## config.mk

```make
export PLATFORM = sky130hd
export DESIGN_NAME = binary_max_heap_queue_top_flat
export DESIGN_NICKNAME = d
export VERILOG_FILES = /design/src/hdl/bmhq_pkg.sv /design/src/hdl/bmhq_if.sv /design/src/hdl/bmhq_ctrl.sv /design/src/hdl/bmhq_dp.sv /design/src/hdl/binary_max_heap_queue_top.sv /design/src/flat_wrapper.sv
export SDC_FILE = /design/constraint.sdc
export NUM_CORES = 2
export LEC_CHECK = 0
export ABC_CLOCK_PERIOD_IN_PS = 11500
export BUFFER_PORTS_ARGS = -buffer_cell sky130_fd_sc_hd__buf_2
export CAP_MARGIN = 0
export CORE_UTILIZATION = 59
export CTS_BUF_LIST = sky130_fd_sc_hd__clkbuf_4
export DETAILED_ROUTE_END_ITERATION = 6
export PLACE_DENSITY = 0.78
export SKIP_LAST_GASP = 1
export SYNTH_ARGS = -nofsm -noshare
export SYNTH_HDL_FRONTEND = slang
export SYNTH_HIERARCHICAL = 1
export SYNTH_SLANG_ARGS = --single-unit
export TNS_END_PERCENT = 10
```

## constraint.sdc

```tcl
create_clock -name clk -period 11.5 [get_ports clk]
set_clock_uncertainty 0.2 [all_clocks]
set_input_delay 1.15 -clock clk [delete_from_list [all_inputs] [get_ports clk]]
set_output_delay 1.15 -clock clk [all_outputs]
set_load 0.005 [all_outputs]
```

## src/hdl/bmhq_pkg.sv

```systemverilog
// Package for the binary max-heap priority queue.
// Holds sizes, status codes, the controller state type and the command/status structs.
// Depends on nothing; every other file of the block imports it.
package bmhq_pkg;

    localparam int CAPACITY    = 64;
    localparam int VALUE_WIDTH = 32;
    localparam int ADDR_W      = $clog2(CAPACITY);
    localparam int COUNT_W     = $clog2(CAPACITY + 1);
    localparam int WIDE_W      = COUNT_W + 1;
    localparam int STATUS_W    = 2;

    localparam logic REQ_PUSH = 1'b0;
    localparam logic REQ_POP  = 1'b1;

    localparam logic [STATUS_W-1:0] ST_OK    = 2'd0;
    localparam logic [STATUS_W-1:0] ST_EMPTY = 2'd1;
    localparam logic [STATUS_W-1:0] ST_FULL  = 2'd2;

    typedef enum logic [2:0] {
        S_IDLE,
        S_UP_RD,
        S_UP_CMP,
        S_DN_LOAD,
        S_DN_RD,
        S_DN_CMP,
        S_FINISH
    } state_t;

    // Commands from the controller to the datapath.
    typedef struct packed {
        logic start;        // latch a new request
        logic rd_parent;    // read the parent of the hole
        logic move_parent;  // move the parent down into the hole
        logic load_last;    // take the former last entry as the moving value
        logic rd_children;  // read both children of the hole
        logic move_child;   // move the larger child up into the hole
        logic wr_val;       // write the moving value into the hole
        logic capture;      // load the result register
    } cmd_t;

    // Status from the datapath to the controller.
    typedef struct packed {
        logic full;
        logic empty;
        logic pos_zero;
        logic has_child;
        logic up_gt;        // moving value is greater than its parent
        logic dn_ge;        // moving value is not below the larger child
    } stat_t;

endpackage

```

## src/hdl/bmhq_if.sv

```systemverilog
// Handshake channel interfaces of the heap queue: request and response.
// Depends on bmhq_pkg for field widths.
interface bmhq_req_if;
    import bmhq_pkg::*;

    logic                          valid;
    logic                          ready;
    logic                          req_type;
    logic signed [VALUE_WIDTH-1:0] value;

    modport source (output valid, output req_type, output value, input ready);
    modport sink   (input valid, input req_type, input value, output ready);
endinterface

interface bmhq_rsp_if;
    import bmhq_pkg::*;

    logic                          valid;
    logic                          ready;
    logic [STATUS_W-1:0]           status;
    logic signed [VALUE_WIDTH-1:0] popped_value;
    logic signed [VALUE_WIDTH-1:0] top_value;
    logic [COUNT_W-1:0]            entry_count;
    logic                          is_empty;

    modport source (output valid, output status, output popped_value, output top_value,
                    output entry_count, output is_empty, input ready);
    modport sink   (input valid, input status, input popped_value, input top_value,
                    input entry_count, input is_empty, output ready);
endinterface

```

## src/hdl/bmhq_ctrl.sv

```systemverilog
// Controller state machine of the heap queue: sequences sift up and sift down.
// Depends on bmhq_pkg; drives the datapath by cmd_t and reads stat_t back.
module bmhq_ctrl (
    input  logic            clk,
    input  logic            rst_n,
    input  logic            req_valid,
    output logic            req_ready,
    input  logic            req_type,
    output logic            rsp_valid,
    input  logic            rsp_ready,
    output bmhq_pkg::cmd_t  cmd,
    input  bmhq_pkg::stat_t stat
);
    import bmhq_pkg::*;

    state_t state_reg, state_next;
    logic   out_valid_reg, out_valid_next;

    always_ff @(posedge clk or negedge rst_n)
    begin
        if (!rst_n)
        begin
            state_reg     <= S_IDLE;
            out_valid_reg <= 1'b0;
        end
        else
        begin
            state_reg     <= state_next;
            out_valid_reg <= out_valid_next;
        end
    end

    always_comb
    begin
        state_next     = state_reg;
        cmd            = '0;
        req_ready      = 1'b0;
        out_valid_next = out_valid_reg && !rsp_ready;

        case (state_reg)
            S_IDLE:
            begin
                req_ready = 1'b1;
                if (req_valid)
                begin
                    cmd.start = 1'b1;
                    if (req_type == REQ_PUSH && !stat.full)
                        state_next = S_UP_RD;
                    else if (req_type == REQ_POP && !stat.empty)
                        state_next = S_DN_LOAD;
                    else
                        state_next = S_FINISH;
                end
            end
            S_UP_RD:
            begin
                if (stat.pos_zero)
                begin
                    cmd.wr_val = 1'b1;
                    state_next = S_FINISH;
                end
                else
                begin
                    cmd.rd_parent = 1'b1;
                    state_next    = S_UP_CMP;
                end
            end
            S_UP_CMP:
            begin
                if (stat.up_gt)
                begin
                    cmd.move_parent = 1'b1;
                    state_next      = S_UP_RD;
                end
                else
                begin
                    cmd.wr_val = 1'b1;
                    state_next = S_FINISH;
                end
            end
            S_DN_LOAD:
            begin
                cmd.load_last = 1'b1;
                state_next    = stat.empty ? S_FINISH : S_DN_RD;
            end
            S_DN_RD:
            begin
                if (stat.has_child)
                begin
                    cmd.rd_children = 1'b1;
                    state_next      = S_DN_CMP;
                end
                else
                begin
                    cmd.wr_val = 1'b1;
                    state_next = S_FINISH;
                end
            end
            S_DN_CMP:
            begin
                if (stat.dn_ge)
                begin
                    cmd.wr_val = 1'b1;
                    state_next = S_FINISH;
                end
                else
                begin
                    cmd.move_child = 1'b1;
                    state_next     = S_DN_RD;
                end
            end
            S_FINISH:
            begin
                if (!out_valid_reg || rsp_ready)
                begin
                    cmd.capture    = 1'b1;
                    out_valid_next = 1'b1;
                    state_next     = S_IDLE;
                end
            end
            default:
            begin
                state_next = S_IDLE;
            end
        endcase
    end

    assign rsp_valid = out_valid_reg;

    // A pending result is never overwritten before it is taken.
    a_no_overwrite: assert property (@(posedge clk) disable iff (!rst_n)
        cmd.capture |-> (!out_valid_reg || rsp_ready))
        else $error("result register overwritten while pending");

    // An accepted push that is not dropped always enters sift up.
    a_push_sifts: assert property (@(posedge clk) disable iff (!rst_n)
        (cmd.start && req_type == REQ_PUSH && !stat.full) |=> (state_reg == S_UP_RD))
        else $error("accepted push did not start sift up");

    // At most one memory write per cycle.
    a_one_write: assert property (@(posedge clk) disable iff (!rst_n)
        $onehot0({cmd.wr_val, cmd.move_parent, cmd.move_child}))
        else $error("more than one heap write in a cycle");

endmodule

```

## src/hdl/bmhq_dp.sv

```systemverilog
// Datapath of the heap queue: heap memory, moving value, hole position, count, result.
// Depends on bmhq_pkg; controlled by bmhq_ctrl through cmd_t and stat_t.
module bmhq_dp (
    input  logic                                    clk,
    input  logic                                    rst_n,
    input  bmhq_pkg::cmd_t                          cmd,
    output bmhq_pkg::stat_t                         stat,
    input  logic                                    req_type,
    input  logic signed [bmhq_pkg::VALUE_WIDTH-1:0] value,
    output logic [bmhq_pkg::STATUS_W-1:0]           status,
    output logic signed [bmhq_pkg::VALUE_WIDTH-1:0] popped_value,
    output logic signed [bmhq_pkg::VALUE_WIDTH-1:0] top_value,
    output logic [bmhq_pkg::COUNT_W-1:0]            entry_count,
    output logic                                    is_empty
);
    import bmhq_pkg::*;

    logic signed [VALUE_WIDTH-1:0] heap_mem [CAPACITY];

    logic [COUNT_W-1:0]            count_reg;
    logic [ADDR_W-1:0]             pos_reg;
    logic signed [VALUE_WIDTH-1:0] val_reg;
    logic signed [VALUE_WIDTH-1:0] top_reg;
    logic signed [VALUE_WIDTH-1:0] popped_reg;
    logic [STATUS_W-1:0]           stat_reg;
    logic signed [VALUE_WIDTH-1:0] rd0_reg;
    logic signed [VALUE_WIDTH-1:0] rd1_reg;

    logic [STATUS_W-1:0]           res_status_reg;
    logic signed [VALUE_WIDTH-1:0] res_popped_reg;
    logic signed [VALUE_WIDTH-1:0] res_top_reg;
    logic [COUNT_W-1:0]            res_count_reg;

    logic [ADDR_W-1:0]             parent_idx;
    logic [ADDR_W-1:0]             last_idx;
    logic [WIDE_W-1:0]             lc_wide;
    logic [WIDE_W-1:0]             rc_wide;
    logic [WIDE_W-1:0]             cnt_wide;
    logic                          has_right;
    logic                          take_right;
    logic [ADDR_W-1:0]             best_idx;
    logic signed [VALUE_WIDTH-1:0] best_val;
    logic [ADDR_W-1:0]             rd0_addr;
    logic                          we;
    logic signed [VALUE_WIDTH-1:0] wdata;

    assign parent_idx = ADDR_W'((pos_reg - ADDR_W'(1)) >> 1);
    assign last_idx   = ADDR_W'(count_reg - COUNT_W'(1));
    assign lc_wide    = WIDE_W'({pos_reg, 1'b1});
    assign rc_wide    = lc_wide + WIDE_W'(1);
    assign cnt_wide   = WIDE_W'(count_reg);
    assign has_right  = rc_wide < cnt_wide;
    assign take_right = has_right && (rd1_reg > rd0_reg);
    assign best_idx   = take_right ? rc_wide[ADDR_W-1:0] : lc_wide[ADDR_W-1:0];
    assign best_val   = take_right ? rd1_reg : rd0_reg;

    always_comb
    begin
        stat.full      = (count_reg == COUNT_W'(CAPACITY));
        stat.empty     = (count_reg == '0);
        stat.pos_zero  = (pos_reg == '0);
        stat.has_child = lc_wide < cnt_wide;
        stat.up_gt     = val_reg > rd0_reg;
        stat.dn_ge     = val_reg >= best_val;
    end

    always_comb
    begin
        if (cmd.rd_parent)
            rd0_addr = parent_idx;
        else if (cmd.rd_children)
            rd0_addr = lc_wide[ADDR_W-1:0];
        else
            rd0_addr = last_idx;
    end

    assign we    = cmd.wr_val || cmd.move_parent || cmd.move_child;
    assign wdata = cmd.move_parent ? rd0_reg : (cmd.move_child ? best_val : val_reg);

    // Heap memory: one write port, two registered read ports.
    always_ff @(posedge clk)
    begin
        if (we)
            heap_mem[pos_reg] <= wdata;
        rd0_reg <= heap_mem[rd0_addr];
        rd1_reg <= heap_mem[rc_wide[ADDR_W-1:0]];
    end

    always_ff @(posedge clk or negedge rst_n)
    begin
        if (!rst_n)
            count_reg <= '0;
        else if (cmd.start)
        begin
            if (req_type == REQ_PUSH && !stat.full)
                count_reg <= count_reg + COUNT_W'(1);
            else if (req_type == REQ_POP && !stat.empty)
                count_reg <= count_reg - COUNT_W'(1);
        end
    end

    always_ff @(posedge clk)
    begin
        if (cmd.start)
        begin
            popped_reg <= '0;
            stat_reg   <= ST_OK;
            if (req_type == REQ_PUSH)
            begin
                val_reg <= value;
                pos_reg <= count_reg[ADDR_W-1:0];
                if (stat.full)
                    stat_reg <= ST_FULL;
            end
            else
            begin
                pos_reg <= '0;
                if (stat.empty)
                    stat_reg <= ST_EMPTY;
                else
                    popped_reg <= top_reg;
            end
        end
        if (cmd.load_last)
            val_reg <= rd0_reg;
        if (cmd.move_parent)
            pos_reg <= parent_idx;
        if (cmd.move_child)
            pos_reg <= best_idx;
        // The root copy follows every write to the first entry.
        if (we && pos_reg == '0)
            top_reg <= wdata;
        if (cmd.capture)
        begin
            res_status_reg <= stat_reg;
            res_popped_reg <= popped_reg;
            res_top_reg    <= stat.empty ? '0 : top_reg;
            res_count_reg  <= count_reg;
        end
    end

    assign status       = res_status_reg;
    assign popped_value = res_popped_reg;
    assign top_value    = res_top_reg;
    assign entry_count  = res_count_reg;
    assign is_empty     = (res_count_reg == '0);

    a_count_bound: assert property (@(posedge clk) disable iff (!rst_n)
        count_reg <= COUNT_W'(CAPACITY))
        else $error("entry count above capacity");

    a_pop_count: assert property (@(posedge clk) disable iff (!rst_n)
        (cmd.start && req_type == REQ_POP && !stat.empty)
            |=> (count_reg == $past(count_reg) - COUNT_W'(1)))
        else $error("pop did not decrement the count");

    a_full_status: assert property (@(posedge clk) disable iff (!rst_n)
        (cmd.capture && stat_reg == ST_FULL) |-> stat.full)
        else $error("full status reported below capacity");

endmodule

```

## src/hdl/binary_max_heap_queue_top.sv

```systemverilog
// Top level of the binary max-heap priority queue.
// Depends on bmhq_pkg, bmhq_if (channels), bmhq_ctrl and bmhq_dp.
//
//  Channel | Role   | Payload                                                   | Handshake
//  --------+--------+-----------------------------------------------------------+------------
//  req     | sink   | req_type, value                                           | valid/ready
//  rsp     | source | status, popped_value, top_value, entry_count, is_empty    | valid/ready
//
// One request transaction gives one response transaction. Requests are handled one at
// a time; the heap memory has one write and two read ports, and each tree level takes
// a read step, then a compare and move step. A push rises level by level toward the
// root; a pop moves the last entry to the root and sinks it toward a leaf, and a pop
// that removes the last entry needs no sift. At 64 entries a push rises at most six
// levels and a pop sinks at most five. A dropped push or an empty pop goes straight
// to the result register.
// Reset clears the entry count and the handshake state; the heap memory needs no
// clearing since only entries below the count are read. A stalled response sits in the
// result register while the next request transaction is already accepted and worked on.
module binary_max_heap_queue_top (
    input logic        clk,
    input logic        rst_n,
    bmhq_req_if.sink   req,
    bmhq_rsp_if.source rsp
);
    import bmhq_pkg::*;

    cmd_t  cmd;
    stat_t stat;

    // The state machine owns sequencing and the response valid flag.
    bmhq_ctrl u_ctrl (
        .clk       (clk),
        .rst_n     (rst_n),
        .req_valid (req.valid),
        .req_ready (req.ready),
        .req_type  (req.req_type),
        .rsp_valid (rsp.valid),
        .rsp_ready (rsp.ready),
        .cmd       (cmd),
        .stat      (stat)
    );

    // The datapath holds the heap, the moving value and the result register.
    bmhq_dp u_dp (
        .clk          (clk),
        .rst_n        (rst_n),
        .cmd          (cmd),
        .stat         (stat),
        .req_type     (req.req_type),
        .value        (req.value),
        .status       (rsp.status),
        .popped_value (rsp.popped_value),
        .top_value    (rsp.top_value),
        .entry_count  (rsp.entry_count),
        .is_empty     (rsp.is_empty)
    );

endmodule

```

## src/flat_wrapper.sv

```systemverilog
// flat-port wrapper written by rule: the top's interface ports become plain ports
module binary_max_heap_queue_top_flat import bmhq_pkg::*;
  (clk, rst_n, req_valid, req_req_type, req_value, req_ready, rsp_valid, rsp_status, rsp_popped_value, rsp_top_value, rsp_entry_count, rsp_is_empty, rsp_ready);
  bmhq_req_if req_i ();
  bmhq_rsp_if rsp_i ();
  input logic clk;
  input logic rst_n;
  input wire logic [$bits(req_i.valid)-1:0] req_valid;
  input wire logic [$bits(req_i.req_type)-1:0] req_req_type;
  input wire logic [$bits(req_i.value)-1:0] req_value;
  output wire logic [$bits(req_i.ready)-1:0] req_ready;
  output wire logic [$bits(rsp_i.valid)-1:0] rsp_valid;
  output wire logic [$bits(rsp_i.status)-1:0] rsp_status;
  output wire logic [$bits(rsp_i.popped_value)-1:0] rsp_popped_value;
  output wire logic [$bits(rsp_i.top_value)-1:0] rsp_top_value;
  output wire logic [$bits(rsp_i.entry_count)-1:0] rsp_entry_count;
  output wire logic [$bits(rsp_i.is_empty)-1:0] rsp_is_empty;
  input wire logic [$bits(rsp_i.ready)-1:0] rsp_ready;
  assign req_i.valid = req_valid;
  assign req_i.req_type = req_req_type;
  assign req_i.value = req_value;
  assign req_ready = req_i.ready;
  assign rsp_valid = rsp_i.valid;
  assign rsp_status = rsp_i.status;
  assign rsp_popped_value = rsp_i.popped_value;
  assign rsp_top_value = rsp_i.top_value;
  assign rsp_entry_count = rsp_i.entry_count;
  assign rsp_is_empty = rsp_i.is_empty;
  assign rsp_i.ready = rsp_ready;
  binary_max_heap_queue_top u_core (.clk(clk), .rst_n(rst_n), .req(req_i), .rsp(rsp_i));
endmodule
```

==> key figures <==
Floorplanning
  • Starting density of the core: 59.4%
  • Die width: 410 um
  • Die area: 0.168 sq mm
  • Die height: 410 um
  • Num rows: 149
  • Io pins: 113
  • Core area: 0.165 sq mm

Logic synthesis
  • Synth Flop Type: edfxtp_1
  • Synth Area in Compound Gates: 4.09%
  • Mean Syn Cell Area: 19.5 sq um
  • Cells after synthesis: 5037
  • Post-Synth Adder-Cell Area: 1.45%
  • Synth async-reset ratio: 0.478%
  • Yosys warnings: 6
  • Largest family of logic cells by synthesized area: multiplexers
  • Post-synthesis mux area share: 18.8%
  • Library cells used by synthesis: 80
  • Synth Cell Area: 0.0981 sq mm
  • Post-Synth Simple-Gate Area: 3.88%
  • Seq cells post-synth: 2300
  • Post-synthesis xor/xnor area fraction: 0.143%
  • Post-Syn Nets: 5188
  • EDFF count, synth: 2225
  • Seq/Total Area, Yosys: 69.7%

Route
  • First-pass DRT Iterations: 7
  • Routed Wire Length: 305000 um
  • Drt wl/cell: 37.4 um
  • Drc violations: 102
  • Detail Route Antenna Nets: 0
  • Drt initial violations: 10200
  • Via count: 58800
  • Drt via density: 7.21

Clocking
  • Clock Sink Count: 2300
  • Worst-skew pair later-pin latency: 1.41 ns
  • CTS clk-pin slew, worst paths: 0.07 ns
  • Max H-tree Level: 6
  • Root Buffer: clkbuf_4
  • Clk buf depth: 4
  • # resized after CTS: 0
  • Number of buffers added for setup after CTS: 0
  • CTS tree: done
  • Post-CTS Hold Buffers: 35
  • CTS buffer count: 577

Final layout
  • Layout cells sized above 1: 35.1%
  • Layout fillers: 10600
  • Post-route cell area: 0.109 sq mm
  • Reg with most FFs: u_core/u_dp/heap_mem
  • Final net count: 5728
  • P&R area growth vs syn: 11.1%
  • Max reg flops: 2048

STA
  • Crit path time final: 10.60 ns
  • Min Hold Slack: 0.135 ns
  • Final Hold Fails: 0
  • Unrepaired setup endpoints after global routing: false
  • Period utilisation layout: 92.2%
  • Final setup violation count: 0
  • Setup TNS: 0 ns
  • Tightest Pin Transition: 1.44 ns
  • Max_slew headroom: 3.70%
  • Max Slew Vio Count: 0
  • Fmax: 94.4 MHz

Setup path
  • Crit path top cell by count: a21o_1
  • Crit end category: flip-flop
  • CP max FO: 93
  • CP Launch Type: flip-flop
  • Worst path arrival time: 11.39 ns
  • Worst path required time: 12.29 ns
  • Crit path kind: flip-flop to flip-flop
  • Slowest CP cell: nor2_4
  • Worst path max stage delay: 0.95 ns

Placement
  • Port Buffers: 112
  • Post-place instance area: 0.102 sq mm
  • DP HPWL: 185000 um
  • Placer Congestion: 1.01

Status
  • Status: complete, but fails checks
  • Failing checks: DRC

Global routing
  • Total GRT Usage: 36.7%
  • Largest net degree at the start of global routing: 138
  • Initial antenna violation count: 20
  • Grt ovf: 0
  • Vias in the first global route: 58700
  • First-pass GRT wire length: 428000 um

Hold path
  • HP Class: input pin to flip-flop

Job
  • MaxCap Viol Count: 0
[layout make-up]
cell class | instances | area, sq um | share of cell area [%]
clock inverters | 148 | 822 | 0.755
well taps | 2189 | 2740 | 2.51
diodes | 13 | 32.5 | 0.0299
repair buffers | 294 | 2140 | 1.96
clock buffers | 807 | 6060 | 5.56
flip-flops and latches | 2300 | 68400 | 62.8
inverters | 58 | 218 | 0.200
multi-input cells | 2346 | 28600 | 26.2
[metrics by stage]
step	setup slack [ns]	util (%)	cells
floorplan	2.63	-	5037
global placement	1.28	61.6	7152
detailed placement	1.15	61.6	7152
CTS	1.04	66.0	8142
global route	0.537	66.0	8145
finish	0.903	66.0	8155
[routing by layer]
metal,track usage (%),part of all wire (%),vias up
met5,1.21,0.13,-
met4,18.2,5.2,20
met3,17.1,18,891
met2,52.4,44,5591
met1,47.4,32,29700
li1,-,-,22600
[Yosys cell counts, types with 30 or more instances]
master / instances / area share, %
a21o_1: 40 / 0.31
a21oi_1: 187 / 0.95
a22oi_1: 157 / 1.2
a311o_1: 31 / 0.32
a32oi_1: 31 / 0.28
and2_1: 38 / 0.24
and3_1: 35 / 0.22
buf_4: 39 / 0.30
clkbuf_1: 216 / 0.83
dfxtp_1: 64 / 1.3
edfxtp_1: 2225 / 68
ha_1: 114 / 1.5
inv_1: 56 / 0.21
mux2_2: 38 / 0.44
mux4_2: 798 / 18
nand2_1: 353 / 1.4
nand3_1: 122 / 0.62
nand4_1: 50 / 0.32
nor2_1: 99 / 0.38
o221a_2: 30 / 0.34
or3_1: 38 / 0.24
[worst max-delay path, delay by kind of cell, from the launching register on]
| family | cells | cell delay (ns) |
|---|---|---|
| buffers and inverters | 5 | 2.33 |
| AOI/OAI and AO/OA | 12 | 1.90 |
| adders and majority gates | 3 | 1.38 |
| muxes | 1 | 0.39 |
| DFF | 1 | 0.40 |
| and+or+nand+nor | 7 | 3.45 |
[cell families after synthesis]
logic type               Yosys count
XOR/XNOR                          16
flip-flops                      2300
AND/OR/NAND/NOR                  807
multiplexers                     843
buffers and inverters            391
adder cells (fa/ha/maj)          114
AO/OA/AOI/OAI                    566
[layout by cell type (no fill, tap or decap), types with 70 or more instances in the layout]
master,Yosys,layout
edfxtp_1,2225,2225
clkbuf_4,0,807
mux4_2,798,798
nand2_1,353,351
a21oi_1,187,187
a22oi_1,157,157
buf_4,39,137
nand3_1,122,121
ha_1,114,113
buf_2,29,112
clkinv_1,0,103
nor2_4,0,70
[path summary, 6_finish.rpt]
check                                     startpoint  cells past startpoint  slack, ns                      endpoint
min in group asynchronous                      rst_n                      3       0.66    u_core/u_ctrl/state_reg[2]
hold / removal                             rsp_ready                      3       0.13       u_core/u_ctrl/rsp_valid
setup reg to reg              u_core/u_dp/pos_reg[0]                     28       0.90  u_core/u_dp/heap_mem[30][13]
setup / recovery              u_core/u_dp/pos_reg[0]                     28       0.90  u_core/u_dp/heap_mem[30][13]
hold reg to reg            u_core/u_dp/popped_reg[7]                      0       0.22   u_core/u_dp/popped_value[7]
max in group asynchronous                      rst_n                      3      10.02      u_core/u_dp/count_reg[1]
Power is left out: the tool's default activity adds up to more than one toggle a clock period on the data nets, which glitch-free logic cannot reach.
